===== src/sv/ecss_pkg.sv =====
`timescale 1ns / 1ps

package ecss_pkg;

    // Capture store geometry.
    localparam int VAR_LEN     = 32;
    localparam int NUM_VARS    = 4;
    localparam int LEN_W       = $clog2(VAR_LEN + 1);
    localparam int IDX_W       = $clog2(VAR_LEN);
    localparam int SLOT_W      = 2;
    localparam int ADDR_W      = IDX_W + SLOT_W;
    localparam int STORE_DEPTH = NUM_VARS * VAR_LEN;

    // Result queue geometry.
    localparam int Q_DEPTH = 4;
    localparam int Q_PTR_W = $clog2(Q_DEPTH);
    localparam int Q_CNT_W = $clog2(Q_DEPTH + 1);

    // Characters recognised by the command parser.
    localparam logic [7:0] CH_US   = 8'h5F;  // '_'
    localparam logic [7:0] CH_QM   = 8'h3F;  // '?'
    localparam logic [7:0] CH_HU   = 8'h48;  // 'H'
    localparam logic [7:0] CH_HL   = 8'h68;  // 'h'
    localparam logic [7:0] CH_CU   = 8'h43;  // 'C'
    localparam logic [7:0] CH_CL   = 8'h63;  // 'c'
    localparam logic [7:0] CH_FL   = 8'h66;  // 'f'
    localparam logic [7:0] CH_FU   = 8'h46;  // 'F'
    localparam logic [7:0] CH_RL   = 8'h72;  // 'r'
    localparam logic [7:0] CH_BANG = 8'h21;  // '!'
    localparam logic [7:0] CH_ONE  = 8'h31;  // '1'
    localparam logic [7:0] CH_FOUR = 8'h34;  // '4'
    localparam logic [7:0] CH_SEMI = 8'h3B;  // ';'

    typedef enum logic [4:0] {
        PH_TEXT    = 5'b00001,
        PH_UNDER   = 5'b00010,
        PH_PREFIX  = 5'b00100,
        PH_INDEX   = 5'b01000,
        PH_CAPTURE = 5'b10000
    } phase_t;

    typedef enum logic [1:0] {
        SQ_IDLE   = 2'b01,
        SQ_REPLAY = 2'b10
    } seq_t;

    typedef struct packed {
        logic              hen;
        logic              cen;
        phase_t            phase;
        logic [SLOT_W-1:0] slot;
        logic              err;
    } ctl_t;

    localparam ctl_t CTL_RESET = '{hen: 1'b1, cen: 1'b1, phase: PH_TEXT,
                                   slot: '0, err: 1'b0};

    typedef struct packed {
        logic       hv;
        logic [7:0] hb;
        logic       cv;
        logic [7:0] cb;
        logic       err;
        logic       last;
    } result_t;

    localparam result_t RES_ERR = '{hv: 1'b0, hb: 8'd0, cv: 1'b0, cb: 8'd0,
                                    err: 1'b1, last: 1'b0};

    // Up to two results produced directly by one input byte.
    typedef struct packed {
        logic [1:0]        n;
        result_t [1:0]     r;
    } rlist_t;

    typedef logic [NUM_VARS-1:0][LEN_W-1:0] lens_t;

    typedef struct packed {
        ctl_t              ctl_next;
        lens_t             lens_next;
        logic              wr_en;
        logic [ADDR_W-1:0] wr_addr;
        logic [7:0]        wr_data;
        logic              rp_en;
        logic [SLOT_W-1:0] rp_slot;
        logic              rp_hv;
        logic              rp_cv;
        logic [LEN_W-1:0]  rp_len;
        rlist_t            res;
    } dec_t;

endpackage


===== src/sv/ecss_decode.sv =====
`timescale 1ns / 1ps

module ecss_decode
(
    input  ecss_pkg::ctl_t  ctl,
    input  ecss_pkg::lens_t lens_in,
    input  logic [7:0]      data_byte,
    input  logic            end_of_stream,
    output ecss_pkg::dec_t  dec
);
    import ecss_pkg::*;

    ctl_t              c;
    lens_t             lens;
    rlist_t            res;
    logic              is_digit;
    logic [SLOT_W-1:0] dslot;

    // Appends a result to the list.
    function automatic rlist_t add_res(rlist_t l, result_t x);
        rlist_t o;
        o = l;
        if (l.n == 2'd0)
        begin
            o.r[0] = x;
        end
        else
        begin
            o.r[1] = x;
        end
        o.n = l.n + 2'd1;
        return o;
    endfunction

    // A literal byte goes to every enabled channel, or nowhere.
    function automatic rlist_t add_lit(rlist_t l, logic hen, logic cen, logic [7:0] b);
        result_t x;
        rlist_t  o;
        x.hv   = hen;
        x.hb   = hen ? b : 8'd0;
        x.cv   = cen;
        x.cb   = cen ? b : 8'd0;
        x.err  = 1'b0;
        x.last = 1'b0;
        o = l;
        if (hen || cen)
        begin
            o = add_res(l, x);
        end
        return o;
    endfunction

    assign is_digit = (data_byte >= CH_ONE) && (data_byte <= CH_FOUR);
    assign dslot    = data_byte[SLOT_W-1:0] - SLOT_W'(1);

    always_comb
    begin
        c    = ctl;
        lens = lens_in;
        res  = '0;
        dec  = '0;
        dec.wr_addr = {ctl.slot, lens_in[ctl.slot][IDX_W-1:0]};
        dec.wr_data = data_byte;
        dec.rp_slot = dslot;
        dec.rp_hv   = ctl.hen & dslot[1];
        dec.rp_cv   = ctl.cen;
        dec.rp_len  = lens_in[dslot];

        if (ctl.err)
        begin
            res = add_res(res, RES_ERR);
        end
        else
        begin
            case (ctl.phase)
                PH_TEXT:
                begin
                    if (data_byte == CH_US)
                    begin
                        c.phase = PH_UNDER;
                    end
                    else
                    begin
                        res = add_lit(res, c.hen, c.cen, data_byte);
                    end
                end
                PH_UNDER:
                begin
                    if (data_byte == CH_QM)
                    begin
                        c.phase = PH_PREFIX;
                    end
                    else
                    begin
                        // A lone underscore is ordinary text; a second one
                        // may still open a prefix.
                        res = add_lit(res, c.hen, c.cen, CH_US);
                        if (data_byte != CH_US)
                        begin
                            res     = add_lit(res, c.hen, c.cen, data_byte);
                            c.phase = PH_TEXT;
                        end
                    end
                end
                PH_PREFIX:
                begin
                    c.phase = PH_TEXT;
                    case (data_byte)
                        CH_HU: c.hen = 1'b1;
                        CH_HL: c.hen = 1'b0;
                        CH_CU: c.cen = 1'b1;
                        CH_CL: c.cen = 1'b0;
                        CH_FU: c.hen = 1'b1;
                        CH_FL:
                        begin
                            res   = add_res(res, '{hv: 1'b1, hb: CH_SEMI, cv: 1'b0,
                                                   cb: 8'd0, err: 1'b0, last: 1'b0});
                            c.hen = 1'b0;
                            c.cen = 1'b1;
                        end
                        CH_RL: c.phase = PH_INDEX;
                        CH_BANG:
                        begin
                            res = add_lit(res, c.hen, c.cen, CH_US);
                            res = add_lit(res, c.hen, c.cen, CH_QM);
                        end
                        default:
                        begin
                            if (is_digit && (dec.rp_hv || dec.rp_cv) &&
                                (lens_in[dslot] != '0))
                            begin
                                dec.rp_en = 1'b1;
                            end
                        end
                    endcase
                end
                PH_INDEX:
                begin
                    if (is_digit)
                    begin
                        c.slot      = dslot;
                        lens[dslot] = '0;
                        c.phase     = PH_CAPTURE;
                    end
                    else
                    begin
                        c.phase = PH_TEXT;
                        c.err   = 1'b1;
                        res     = add_res(res, RES_ERR);
                    end
                end
                PH_CAPTURE:
                begin
                    if (data_byte == CH_SEMI)
                    begin
                        c.phase = PH_TEXT;
                    end
                    else if (lens_in[ctl.slot] < LEN_W'(VAR_LEN))
                    begin
                        dec.wr_en      = 1'b1;
                        lens[ctl.slot] = lens_in[ctl.slot] + LEN_W'(1);
                    end
                end
                default:
                begin
                    c.phase = PH_TEXT;
                end
            endcase

            // Flush whatever the stream end leaves pending.
            if (end_of_stream && !c.err)
            begin
                case (c.phase)
                    PH_UNDER:
                    begin
                        res = add_lit(res, c.hen, c.cen, CH_US);
                    end
                    PH_PREFIX:
                    begin
                        res = add_lit(res, c.hen, c.cen, CH_US);
                        res = add_lit(res, c.hen, c.cen, CH_QM);
                    end
                    PH_INDEX, PH_CAPTURE:
                    begin
                        c.err = 1'b1;
                        res   = add_res(res, RES_ERR);
                    end
                    default:
                    begin
                    end
                endcase
            end
        end

        if (end_of_stream)
        begin
            c    = CTL_RESET;
            lens = '0;
        end

        if (res.n == 2'd1)
        begin
            res.r[0].last = 1'b1;
        end
        else if (res.n == 2'd2)
        begin
            res.r[1].last = 1'b1;
        end

        dec.ctl_next  = c;
        dec.lens_next = lens;
        dec.res       = res;
    end

endmodule


===== src/sv/ecss_outq.sv =====
`timescale 1ns / 1ps

module ecss_outq
(
    input  logic                          clk,
    input  logic                          rst_n,
    input  ecss_pkg::rlist_t              push,
    input  logic                          pop,
    output ecss_pkg::result_t             head,
    output logic [ecss_pkg::Q_CNT_W-1:0]  count
);
    import ecss_pkg::*;

    result_t              q_mem [Q_DEPTH];
    logic [Q_PTR_W-1:0]   wr_ptr_reg;
    logic [Q_PTR_W-1:0]   wr_ptr_next;
    logic [Q_PTR_W-1:0]   rd_ptr_reg;
    logic [Q_PTR_W-1:0]   rd_ptr_next;
    logic [Q_CNT_W-1:0]   count_reg;
    logic [Q_CNT_W-1:0]   count_next;

    assign wr_ptr_next = wr_ptr_reg + Q_PTR_W'(push.n);
    assign rd_ptr_next = rd_ptr_reg + Q_PTR_W'(pop);
    assign count_next  = count_reg + Q_CNT_W'(push.n) - Q_CNT_W'(pop);

    always_ff @(posedge clk or negedge rst_n)
    begin
        if (!rst_n)
        begin
            wr_ptr_reg <= '0;
            rd_ptr_reg <= '0;
            count_reg  <= '0;
        end
        else
        begin
            wr_ptr_reg <= wr_ptr_next;
            rd_ptr_reg <= rd_ptr_next;
            count_reg  <= count_next;
        end
    end

    always_ff @(posedge clk)
    begin
        if (push.n != 2'd0)
        begin
            q_mem[wr_ptr_reg] <= push.r[0];
        end
        if (push.n == 2'd2)
        begin
            q_mem[wr_ptr_reg + Q_PTR_W'(1)] <= push.r[1];
        end
    end

    assign head  = q_mem[rd_ptr_reg];
    assign count = count_reg;

endmodule


===== src/sv/escape_command_stream_splitter.sv =====
`timescale 1ns / 1ps
// A result is written to the result queue when its byte is accepted and is presented from
// the queue head. A replayed variable passes through the sequencer, the store read register
// and the queue, one store read per cycle while the queue has room. Bytes with two results
// are paced by the output, one result per cycle while out_stall is low, once the queue fills.
// A replay reads through the single read port of the store, and input is held off until it ends.
// Reset is asynchronous and active low; it clears flags, parse state, lengths, sequencer and queue pointers.

module escape_command_stream_splitter
(
    input  logic       clk,
    input  logic       rst_n,
    input  logic       in_valid,
    output logic       in_stall,
    input  logic [7:0] data_byte,
    input  logic       end_of_stream,
    output logic       out_valid,
    input  logic       out_stall,
    output logic       header_valid,
    output logic [7:0] header_byte,
    output logic       code_valid,
    output logic [7:0] code_byte,
    output logic       error_flag,
    output logic       run_end
);
    import ecss_pkg::*;

    // Channel enables, the parse phase, the capture slot and the sticky error
    // live in ctl_reg. The four lengths are small and need a reset value, so
    // they sit in flip-flops; the captured bytes live in a synchronous store
    // with a registered read. Store contents are never cleared, as no
    // entry beyond a variable's length is ever read.
    ctl_t                ctl_reg;
    lens_t               lens_reg;
    dec_t                dec;
    logic                accept;

    logic [7:0]          store_mem [STORE_DEPTH];
    logic [7:0]          rd_data_reg;
    logic                rd_en;
    logic                rd_last;
    logic [ADDR_W-1:0]   rd_addr;

    // Replay sequencer. It walks one variable, one store read per cycle while
    // the queue has room, and each read turns into one result transaction on the following cycle.
    seq_t                seq_reg;
    seq_t                seq_next;
    logic [SLOT_W-1:0]   rp_slot_reg;
    logic [SLOT_W-1:0]   rp_slot_next;
    logic                rp_hv_reg;
    logic                rp_hv_next;
    logic                rp_cv_reg;
    logic                rp_cv_next;
    logic [LEN_W-1:0]    rp_len_reg;
    logic [LEN_W-1:0]    rp_len_next;
    logic [LEN_W-1:0]    rp_idx_reg;
    logic [LEN_W-1:0]    rp_idx_next;
    logic                pend_reg;
    logic                pend_last_reg;

    rlist_t              push;
    result_t             head;
    logic [Q_CNT_W-1:0]  q_count;
    logic                pop;

    ecss_decode u_decode
    (
        .ctl           (ctl_reg),
        .lens_in       (lens_reg),
        .data_byte     (data_byte),
        .end_of_stream (end_of_stream),
        .dec           (dec)
    );

    // Input is held off during a replay, while its last read is still in
    // flight, and whenever the queue could not take two more results.
    assign in_stall = (seq_reg != SQ_IDLE) || pend_reg ||
                      (q_count > Q_CNT_W'(Q_DEPTH - 2));
    assign accept   = in_valid && !in_stall;

    // A read is issued only when the queue is sure to have room for its
    // result, counting the read already in flight.
    assign rd_en   = (seq_reg == SQ_REPLAY) &&
                     ((q_count + Q_CNT_W'(pend_reg)) < Q_CNT_W'(Q_DEPTH));
    assign rd_last = (rp_idx_reg == (rp_len_reg - LEN_W'(1)));
    assign rd_addr = {rp_slot_reg, rp_idx_reg[IDX_W-1:0]};

    always_ff @(posedge clk)
    begin
        if (accept && dec.wr_en)
        begin
            store_mem[dec.wr_addr] <= dec.wr_data;
        end
        if (rd_en)
        begin
            rd_data_reg <= store_mem[rd_addr];
        end
    end

    always_comb
    begin
        seq_next     = seq_reg;
        rp_slot_next = rp_slot_reg;
        rp_hv_next   = rp_hv_reg;
        rp_cv_next   = rp_cv_reg;
        rp_len_next  = rp_len_reg;
        rp_idx_next  = rp_idx_reg;
        case (seq_reg)
            SQ_IDLE:
            begin
                if (accept && dec.rp_en)
                begin
                    seq_next     = SQ_REPLAY;
                    rp_slot_next = dec.rp_slot;
                    rp_hv_next   = dec.rp_hv;
                    rp_cv_next   = dec.rp_cv;
                    rp_len_next  = dec.rp_len;
                    rp_idx_next  = '0;
                end
            end
            SQ_REPLAY:
            begin
                if (rd_en)
                begin
                    rp_idx_next = rp_idx_reg + LEN_W'(1);
                    if (rd_last)
                    begin
                        seq_next = SQ_IDLE;
                    end
                end
            end
            default:
            begin
                seq_next = SQ_IDLE;
            end
        endcase
    end

    always_ff @(posedge clk or negedge rst_n)
    begin
        if (!rst_n)
        begin
            ctl_reg       <= CTL_RESET;
            lens_reg      <= '0;
            seq_reg       <= SQ_IDLE;
            pend_reg      <= 1'b0;
            pend_last_reg <= 1'b0;
        end
        else
        begin
            if (accept)
            begin
                ctl_reg  <= dec.ctl_next;
                lens_reg <= dec.lens_next;
            end
            seq_reg       <= seq_next;
            pend_reg      <= rd_en;
            pend_last_reg <= rd_last;
        end
    end

    always_ff @(posedge clk)
    begin
        rp_slot_reg <= rp_slot_next;
        rp_hv_reg   <= rp_hv_next;
        rp_cv_reg   <= rp_cv_next;
        rp_len_reg  <= rp_len_next;
        rp_idx_reg  <= rp_idx_next;
    end

    // Results from an accepted byte and from the replay never meet in one
    // cycle, because input is stalled for the whole replay.
    always_comb
    begin
        push = '0;
        if (accept)
        begin
            push = dec.res;
        end
        else if (pend_reg)
        begin
            push.n         = 2'd1;
            push.r[0].hv   = rp_hv_reg;
            push.r[0].hb   = rp_hv_reg ? rd_data_reg : 8'd0;
            push.r[0].cv   = rp_cv_reg;
            push.r[0].cb   = rp_cv_reg ? rd_data_reg : 8'd0;
            push.r[0].err  = 1'b0;
            push.r[0].last = pend_last_reg;
        end
    end

    assign pop = out_valid && !out_stall;

    ecss_outq u_outq
    (
        .clk   (clk),
        .rst_n (rst_n),
        .push  (push),
        .pop   (pop),
        .head  (head),
        .count (q_count)
    );

    assign out_valid    = (q_count != '0);
    assign header_valid = head.hv;
    assign header_byte  = head.hb;
    assign code_valid   = head.cv;
    assign code_byte    = head.cb;
    assign error_flag   = head.err;
    assign run_end      = head.last;

`ifndef SYNTHESIS
    // The queue never takes more results than it can hold.
    a_queue_no_overflow : assert property (@(posedge clk) disable iff (!rst_n)
        ((Q_CNT_W + 1)'(q_count) + (Q_CNT_W + 1)'(push.n)) <= (Q_CNT_W + 1)'(Q_DEPTH))
        else $error("result queue overflow");

    // The replay walk stays inside the captured part of the variable.
    a_replay_in_range : assert property (@(posedge clk) disable iff (!rst_n)
        (seq_reg == SQ_REPLAY) |-> (rp_idx_reg < rp_len_reg))
        else $error("replay index beyond variable length");

    // Captured lengths never exceed the space of one variable.
    a_len_bounded : assert property (@(posedge clk) disable iff (!rst_n)
        (lens_reg[0] <= LEN_W'(VAR_LEN)) && (lens_reg[1] <= LEN_W'(VAR_LEN)) &&
        (lens_reg[2] <= LEN_W'(VAR_LEN)) && (lens_reg[3] <= LEN_W'(VAR_LEN)))
        else $error("variable length out of range");

    // An error result carries no byte on either channel.
    a_error_clean : assert property (@(posedge clk) disable iff (!rst_n)
        (out_valid && error_flag) |-> (!header_valid && !code_valid))
        else $error("error result carries data");
`endif

endmodule


===== config.mk =====
export PLATFORM = sky130hd
export DESIGN_NAME = escape_command_stream_splitter
export DESIGN_NICKNAME = d
export VERILOG_FILES = /design/src/sv/ecss_pkg.sv /design/src/sv/ecss_decode.sv /design/src/sv/ecss_outq.sv /design/src/sv/escape_command_stream_splitter.sv
export SDC_FILE = /design/constraint.sdc
export NUM_CORES = 2
export LEC_CHECK = 0
export BUFFER_PORTS_ARGS = -buffer_cell sky130_fd_sc_hd__buf_2
export CAP_MARGIN = 5
export CELL_PAD_IN_SITES_DETAIL_PLACEMENT = 0
export CELL_PAD_IN_SITES_GLOBAL_PLACEMENT = 2
export CORE_MARGIN = 8
export CORE_UTILIZATION = 53
export CTS_CLUSTER_DIAMETER = 150
export DETAILED_ROUTE_END_ITERATION = 6
export MAX_ROUTING_LAYER = met4
export PLACE_DENSITY_LB_ADDON = 0.1
export SETUP_SLACK_MARGIN = 0.2
export SKIP_CTS_REPAIR_TIMING = 1
export SLEW_MARGIN = 25
export SYNTH_ARGS = -nofsm -noshare
export SYNTH_HDL_FRONTEND = slang
export SYNTH_HIERARCHICAL = 1
export SYNTH_SLANG_ARGS = --single-unit

===== constraint.sdc =====
create_clock -name clk -period 10.1 [get_ports clk]
set_input_delay 0.505 -clock clk [delete_from_list [all_inputs] [get_ports clk]]
set_output_delay 0.505 -clock clk [all_outputs]
set_load 0.01 [all_outputs]

==> flow_metrics.py <==
metrics = {
    "synthesis": {
        "synth_warnings": 6,
        "synthFlopType": "edfxtp_1",
        "avgSynthCellArea_sq_um": 17.53,
        "yosysUniqueCellTypes": 93,
        "synth_nets": 2870,
        "syn-instance-count": 2839,
        "synthArstFlopShare_pct": 3.836,
        "yosysSeqAreaShare_pct": 70.35,
        "synth_edf_count": 1128,
        "synth_area_sq_um": 49760,
        "ys_ff_latch": 1173,
    },
    "critical_path": {
        "worst_setup_path_start_kind": "primary input",
        "timing.reg2reg.setup_slack_ps": 4930,
        "crit_fanout": 83,
        "required_ps": 10390,
        "crit_type": "in -> reg",
        "end_kind": "flip-flop",
        "r2r_start": "ctl_reg[4]",
        "critPathCapture": "u_outq/q_mem[2][6]",
        "arrival_ps": 6170,
        "critical_path.startpoint": "data_byte[4]",
        "r2r_cells": 13,
        "reg2reg_to": "u_outq/q_mem[2][6]",
    },
    "routing": {
        "drc": 0,
        "firstDrtPassIters": 5,
        "via_per_inst": 6.277,
        "routed_wirelength_um": 121200,
        "detail-route-antenna-nets": 0,
        "dr.first_iter.drc_count": 2975,
        "wl_per_cell_um": 28.75,
        "vias": 26450,
    },
    "timing": {
        "max_freq_mhz": 170.1,
        "hold_viol_final": 0,
        "min_period_ps": 5879,
        "skew_ps": 52.67,
        "finalCritPeriodShare_pct": 58.21,
        "tightestPinTransition_ps": 1042,
        "fin_ws_ps": 4221,
        "relSlewSlack_pct": 30.54,
        "tns_ps": 0,
        "rsz0062_at_grt": "false",
        "setup_violations": 0,
        "drv_slew": 0,
    },
    "clock_network": {
        "cts.sinks": 1173,
        "cts_made_buffers": 118,
        "path_clk_slew_ps": 60,
        "cts_buffer_depth": 3,
        "clock_latency_ps": 710,
        "root_buffer": "clkbuf_16",
        "cts_tree": "yes",
        "h-tree-depth": 3,
    },
    "finish": {
        "syn_to_final_growth_pct": 9.704,
        "largest_reg_flops": 1024,
        "drive_gt1_share_pct": 20.11,
        "layout_commonest_cell": "edfxtp_1",
        "final_cell_mix": "edfxtp_1, mux4_2, nor2_1, mux2i_1, nand2_1",
        "final_net_count": 2887,
    },
    "die": {
        "io_pins": 35,
        "die_area_sq_um": 103900,
        "start_util_pct": 53.39,
        "fp.dieW_um": 322.4,
        "die_h_um": 322.4,
        "rows": 112,
        "design.core.area_sq_um": 93190,
    },
    "pwr": {
        "power_density_nw_per_um2": 191.7,
        "leakage_uw": 0.01791,
        "ir_drop_mv": 0.1480,
    },
    "run_status": {
        "outcome": "finished, final reports clean",
    },
    "grt": {
        "grtUsageTotal_pct": 23.92,
        "grt_pass1_wl_um": 179800,
        "grt_pass1_vias": 26430,
        "grt_max_degree": 110,
        "antenna_found_initial": 1,
        "gr-total-overflow": 0,
    },
    "place": {
        "place_congestion": 0.8777,
        "io_buffer_count": 34,
        "post-place-ws_ps": 3603,
        "dp_hpwl_um": 73510,
    },
    "run": {
        "cap_violations": 0,
    },
    "worst_hold_path": {
        "hold_path.class": "in -> reg",
    },
}
## through the flow
| stage | hold slack (ps) | cell area [sq um] | utilization, % | std cells | power [uW] |
|---|---|---|---|---|---|
| 4_1_cts | -99.30 | 54570 | 58.56 | 4212 | 10540 |
| 3_3_place_gp | 498.0 | 50800 | 54.51 | 3988 | 6337 |
| 5_1_grt | 312.5 | 54590 | 58.58 | 4214 | 10790 |
| 3_5_place_dp | 513.7 | 50820 | 54.53 | 3989 | 6347 |
| 6_report | 321.4 | 54590 | 58.58 | 4214 | 10460 |
| 2_1_floorplan | 209.4 | 49760 | - | 2839 | 6069 |
## cells in the mapped netlist (all sizes together), types with 10 or more instances
cell    count  area (sq um)
nor4       11         117.6
nand2b     11         71.32
a22oi      60         450.4
nand4      10         62.56
nor2b      20         125.1
dfrtp      41          1026
buf       112         849.6
and2       35         219.0
mux2i     195          1952
xnor2      13         113.9
o21ai      51         266.5
ha         17         212.7
nand3      55         280.3
a22o       17         148.9
mux2       80         900.9
a21oi      95         479.2
clkbuf     70         264.0
o221ai     65         588.1
edfxtp   1128         33870
xor2       12         105.1
nand2     162         615.6
inv        22         82.58
mux4      224          5045
nor2      213         804.5
## cells by family (layout without fill, tap and decap cells)
family                   Yosys count  in the layout  synth area share [%]
AND/OR/NAND/NOR                  570            570                 5.459
XOR/XNOR                          25             25                0.4401
flip-flops                      1173           1173                 70.35
buffers and inverters            205            325                 2.411
AO/OA/AOI/OAI                    349            349                 5.002
other                              0              1                     0
adder cells (fa/ha/maj)           18             18                0.4677
multiplexers                     499            499                 15.87
## final cells by class
| class | instances | area (sq um) |
|---|---|---|
| fill | 6977 | 38600 |
| sequential | 1173 | 35000 |
| multi-input combinational | 1461 | 13610 |
| clock buffer | 156 | 3167 |
| tap | 1254 | 1569 |
| clock inverter | 67 | 583.1 |
| timing repair buffer | 79 | 563.0 |
| inverter | 23 | 86.33 |
| antenna | 1 | 2.502 |
## report_power, final
group / internal [uW] / switching, uW
sequential: 5390 / 67.7
clock: 2410 / 1820
combinational: 280 / 501
## critical path: stages
cell and delay (ps):
buf_4 430, buf_4 810, nand4bb_1 480, nor4_4 490
nor2_1 150, a221oi_1 560, ha_1 260, nand2_1 60
ha_1 280, a31oi_1 100, a221oi_2 330, and2_1 330
and4bb_2 730, o21bai_4 470
## routing by layer
layer | wire, um | up-vias | global-route usage [%]
met3 | 7864 | 178 | 3.515
met5 | 0 | - | -
met2 | 58290 | 968 | 37.24
met1 | 52390 | 13880 | 33.72
met4 | 2605 | 0 | 5.691
li1 | - | 11430 | -
## worst min path at each step
stage | startpoint | end | cells past startpoint
floorplan | rst_n | ctl_reg[0] | 0
global placement | lens_reg[17] | lens_reg[17] | 2
detailed placement | lens_reg[17] | lens_reg[17] | 2
CTS | rst_n | lens_reg[9] | 2
global route | out_stall | u_outq/rd_ptr_reg[0] | 3
finish | out_stall | u_outq/rd_ptr_reg[0] | 3
Note: power is estimated with default switching activity, not from simulation.
